--- config.mk ---
export PLATFORM = sky130hd
export DESIGN_NAME = sgm_ctrl
export DESIGN_NICKNAME = d
export VERILOG_FILES = /design/src/sgm_pkg.sv /design/src/sgm_ctrl.sv
export SDC_FILE = /design/constraint.sdc
export NUM_CORES = 1
export LEC_CHECK = 0
export BUFFER_PORTS_ARGS = -buffer_cell sky130_fd_sc_hd__clkbuf_2
export CORE_AREA = 2 2 39 41
export CTS_CLUSTER_DIAMETER = 150
export CTS_CLUSTER_SIZE = 24
export DETAILED_ROUTE_END_ITERATION = 12
export DIE_AREA = 0 0 41 43
export PLACE_DENSITY_LB_ADDON = 0.15
export SYNTH_ARGS = -nofsm -noshare
export SYNTH_HDL_FRONTEND = slang
export SYNTH_SLANG_ARGS = --single-unit
--- constraint.sdc ---
create_clock -name aclk -period 0.9 [get_ports aclk]
set_input_delay 0.09 -clock aclk [delete_from_list [all_inputs] [get_ports aclk]]
set_output_delay 0.09 -clock aclk [all_outputs]
set_load 0.01 [all_outputs]
--- src/sgm_pkg.sv ---
// Shared types and constants for the Sobel gradient magnitude block.
package sgm_pkg;

    localparam int MAX_WIDTH  = 2048;
    localparam int COL_W      = $clog2(MAX_WIDTH);
    localparam int ROW_W      = 16;
    localparam int CFG_W      = 16;
    localparam int PIX_W      = 8;
    localparam int GRAD_W     = 11;
    localparam int SQ_W       = 20;
    localparam int ENERGY_W   = 21;

    localparam logic [11:0] WIDTH_RESET  = 12'd640;
    localparam logic [15:0] HEIGHT_RESET = 16'd480;

    typedef enum logic {
        REG_IMAGE_WIDTH  = 1'b0,
        REG_IMAGE_HEIGHT = 1'b1
    } cfg_index_t;

    typedef enum logic [2:0] {
        ST_IDLE,
        ST_LOAD,
        ST_GRAD,
        ST_SQUARE,
        ST_SUM,
        ST_ROOT,
        ST_EMIT
    } state_t;

    typedef struct packed {
        logic accept;
        logic load;
        logic grad;
        logic square;
        logic sum;
        logic root_step;
        logic emit;
    } sgm_cmd_t;

    typedef struct packed {
        logic has_result;
        logic root_last;
        logic out_free;
        logic more;
    } sgm_status_t;

endpackage

--- src/sgm_ctrl.sv ---
// Controller state machine sequencing accept, load, gradient, square, sum, root and emit steps.
module sgm_ctrl (
    input  logic                aclk,
    input  logic                aresetn,
    input  logic                s_tvalid,
    output logic                s_tready,
    input  sgm_pkg::sgm_status_t st,
    output sgm_pkg::sgm_cmd_t    cmd
);
    import sgm_pkg::*;

    state_t state_reg, state_next;

    always_ff @(posedge aclk) begin
        if (!aresetn) begin
            state_reg <= ST_IDLE;
        end else begin
            state_reg <= state_next;
        end
    end

    always_comb begin
        state_next = state_reg;
        cmd        = '0;
        s_tready   = 1'b0;
        case (state_reg)
            ST_IDLE: begin
                s_tready   = 1'b1;
                cmd.accept = s_tvalid;
                if (s_tvalid) begin
                    state_next = ST_LOAD;
                end
            end
            ST_LOAD: begin
                cmd.load   = 1'b1;
                state_next = st.has_result ? ST_GRAD : ST_IDLE;
            end
            ST_GRAD: begin
                cmd.grad   = 1'b1;
                state_next = ST_SQUARE;
            end
            ST_SQUARE: begin
                cmd.square = 1'b1;
                state_next = ST_SUM;
            end
            ST_SUM: begin
                cmd.sum    = 1'b1;
                state_next = ST_ROOT;
            end
            ST_ROOT: begin
                cmd.root_step = 1'b1;
                if (st.root_last) begin
                    state_next = ST_EMIT;
                end
            end
            ST_EMIT: begin
                if (st.out_free) begin
                    cmd.emit   = 1'b1;
                    state_next = st.more ? ST_GRAD : ST_IDLE;
                end
            end
            default: begin
                state_next = ST_IDLE;
            end
        endcase
    end
endmodule

# Word level (Yosys, flattened, before mapping)

Index checks and enable logic that the tools add are counted.

$lt $le $gt $ge: 0
Muxes and demuxes: 15
$add $sub $neg: 0
Bitwise operators: 0
Divide/modulo/power cells: 0
Reductions and logical operators: 2
Shift-type cells: 0
Equal/unequal tests: 9
$mul: 0

Operators by type and width:

| kind                 | number |
|---|---|
| $pmux W3 S7          | 1 |
| $eq A3 B3 Y1 const B | 3 |
| $mux W1              | 9 |
| $mux W3              | 3 |
| $eq A3 B2 Y1 const B | 2 |
| $ne A2 B2 Y1 const B | 3 |
| $mux W2              | 2 |
| $eq A3 B1 Y1 const B | 1 |
| $logic_not A3 Y1     | 1 |
| $reduce_and A3 Y1    | 1 |

ROM bits: 0
Word-level logic and storage cells: 27
Flip-flop bits (word level): 3
RAM bits: 0
Memories: 0
Latch bits: 0
Input bits: 7

# Longest topological paths before layout

Depth after elaboration: 3
Depth in mapped cells: 4
Depth with buffers taken out: 3

# Worst setup path after synthesis

No wires, ideal clock.

Kind: reg-to-output
Start: register state_reg[1]
End: output port cmd[6] in the netlist's numbering
Arrival time: 892 ps
Setup slack: -82 ps
Buffers on the path: 1
Stages on the path, launching flop included: 4
Required time: 810 ps
Path through: dfxtp_1 -> buf_6 -> nor3_2 -> and2_1

RTL lines:

| item                   | line           | source |
|---|---|---|
| start, declared        | sgm_ctrl.sv:12 | `state_t state_reg, state_next;` |
| start signal, assigned | sgm_ctrl.sv:18 | `state_reg <= state_next;` |
| end, declared          | sgm_ctrl.sv:8  | `output sgm_pkg::sgm_cmd_t cmd` |

==> impl_metrics.env <==
export IMPL_status="finished, violations left"
export IMPL_violations="negative setup slack"
export IMPL_path_common_cell="buf_4"
export IMPL_hold_viol=0
export IMPL_cts_sinks=3
export IMPL_fin_nets=64
export IMPL_synth_main_ff_cell="dfxtp_1"
export IMPL_drcViolationCount=0
export IMPL_grt_max_degree=13
export IMPL_max_freq_mhz=831
export IMPL_grt_overflow=0
export IMPL_drv_cap=0
export IMPL_drt_first_pass_iters=2
export IMPL_synth_nets=36
export IMPL_avgSynthCellArea_sq_um=9.19
export IMPL_tritoncts_num_buffers=3
export IMPL_grt_pass1_vias=305
export IMPL_finalCritPeriodShare_pct=134
export IMPL_p_leak_nw=0.241
export IMPL_initial_core_util_pct=19.3
export IMPL_total_power_uw=517
export IMPL_path_clk_slew_ns=0.04
export IMPL_synthesis_area_sq_um=267
export IMPL_cp_required_ns=0.81
export IMPL_syn2layout_area_growth_pct=90.6
export IMPL_die_h_um=43
export IMPL_viasPerCell=4.32
export IMPL_largest_reg_flops=3
export IMPL_r2r_start="state_reg[0]$_SDFFE_PN0P_"
export IMPL_rsz0062_at_grt="yes"
export IMPL_h_tree_depth=1
export IMPL_place_area_sq_um=380
export IMPL_setup_violations_final=11
export IMPL_crit_type="register to primary output"
export IMPL_hold_start="aresetn"
export IMPL_globalplace_congestion=0.654
export IMPL_io_pins=15
export IMPL_core_area_sq_um=1380
export IMPL_vias=311
export IMPL_grt_pass1_wl_um=1310
export IMPL_drtIter0Drc=6
export IMPL_ir_worst_vdd_mv=0.881
export IMPL_die_area_sq_um=1760
export IMPL_tns_ns=-2.29
export IMPL_synth_cell_types=20
export IMPL_whs_ns=0.0961
export IMPL_grt_usage_pct=11.2
export IMPL_row_count=14
export IMPL_cp_end_kind="primary output"
export IMPL_avgRoutedWirePerCell_um=10.5
export IMPL_hp_class="input port to register"
export IMPL_synth_async_sr_flop_share_pct=0
export IMPL_drive_gt1_share_pct=73.2
export IMPL_yosys_area_top_type="dfxtp_1"
export IMPL_cp_arrival_ns=1.11
export IMPL_dp_hpwl_um=500
export IMPL_wl_um=759
export IMPL_syn_inst=29
export IMPL_slew_headroom_pct=81.7
export IMPL_fin_area_sq_um=508
export IMPL_clock_skew_ns=0.00585
export IMPL_synth_most_common_cell="nor3b_1"
export IMPL_cp_slowest_cell="dfxtp_4"
export IMPL_die_x_um=41
export IMPL_antenna_found_initial=0
export IMPL_path_cells="buf_4 > buf_4 > nor3b_2 > buf_2"
export IMPL_startpoint_type="register"
export IMPL_cp_max_fo=6
export IMPL_synth_warnings=0
export IMPL_yosysSeqAreaShare_pct=22.5
export IMPL_synthTopCellsByArea="dfxtp_1 23%, buf_6 13%, nor3b_1 11%, o41ai_2 6.1%, a211oi_2 4.7%"
export IMPL_startpoint="state_reg[0]$_SDFFE_PN0P_"
export IMPL_postRouteAntennaNets=0
export IMPL_numPortBuffers=14
export IMPL_synth_enable_flop_cells=0
export IMPL_drv_slew=0
export IMPL_clockRootBuffer="clkbuf_4"
export IMPL_max_slew_worst_pin_slew_ns=0.272
export IMPL_slowest_delay_ns=0.34
export IMPL_cts_tree="yes"
export IMPL_fin_crit_ns=1.20
export IMPL_ys_ff_latch=3
export IMPL_synthTopCellsByCount="4 x nor3b_1, 3 x buf_6, 3 x dfxtp_1, 2 x nand2_1, 2 x nor2_1"
export IMPL_n_antenna_cell=0
export IMPL_fin_ws_ns=-0.303
export IMPL_r2r_setup_slack_ns=-0.18
export IMPL_cts_buffer_depth=2
export IMPL_clock_latency_ns=0.24
export IMPL_synth_top_area_share_pct=22.5
export IMPL_power_density_nw_per_um2=1020
worst max-delay path: cells and delay by family, from the launching register on:
kind,cells,cell delay (ns)
buf+inv,3,0.41
flops,1,0.34
simple gates,1,0.13
final timing paths:
check        cells past startpoint                         to
max reg2reg                      4  state_reg[1]$_SDFFE_PN0P_
min                              3  state_reg[1]$_SDFFE_PN0P_
max                              4                     cmd[0]
min reg2reg                      2  state_reg[2]$_SDFFE_PN0P_
cell families after synthesis:
group / synth area share [%]
compound gates: 23.9
buf+inv: 14.1
simple gates: 39.4
flops: 22.5
through the flow:
stage,utilization [%],worst slack [ns],instances
2_1_floorplan,-,-0.0339,29
3_3_place_gp,27.5,-0.153,62
3_5_place_dp,27.5,-0.166,62
4_1_cts,35.3,-0.327,71
5_1_grt,36.7,-0.370,72
6_report,36.7,-0.303,72
routing by layer:
metal | share of wire (%) | track usage (%) | vias up
met2 | 52 | 17.2 | 11
met4 | 0 | 4.00 | 0
met3 | 8.2 | 5.24 | 0
li1 | - | - | 157
met1 | 39 | 13.2 | 143
met5 | 0 | 0 | -
cell usage in the layout (no fill, tap or decap):
master and count:
and3b_4 1, nor3_4 1, clkbuf_4 3, clkbuf_2 6
clkbuf_1 1, buf_4 7, nor3b_1 2, o41ai_2 1
a21oi_2 1, and2_1 1, dfxtp_4 3, a2bb2oi_2 1
buf_6 7, nor3b_2 2, and3b_2 1, a211oi_2 1
and2b_1 1, nor2b_1 1, nand3b_1 1, o2111a_1 1
buf_2 6, nor2_1 2, o21ai_1 1, inv_1 1
o21ai_0 1, nand2_1 2
area by class of cell:
class,instances,area (sq um)
Fill cell,148,876
Tap cell,16,20.0
Timing Repair Buffer,26,191
Inverter,1,3.75
Multi-Input combinational cell,22,195
Sequential cell,3,71.3
Clock buffer,4,26.3
what timing repair did:
| action | 4_1_cts | 5_1_grt |
|---|---|---|
| setup buffers | 5 | 1 |
| gates resized for setup | 13 | 10 |
| endpoints found under the setup margin | 11 | 11 |
| pin swaps | 6 | 3 |
| hold buffers | 0 | 0 |
power breakdown:
| group | switching [mW] | leakage (nW) | internal, mW |
|---|---|---|---|
| sequential | 0.00800 | 0.0267 | 0.134 |
| combinational | 0.0533 | 0.199 | 0.0808 |
| clock | 0.0744 | 0.0150 | 0.166 |
Power figures use the tool's default switching activity.
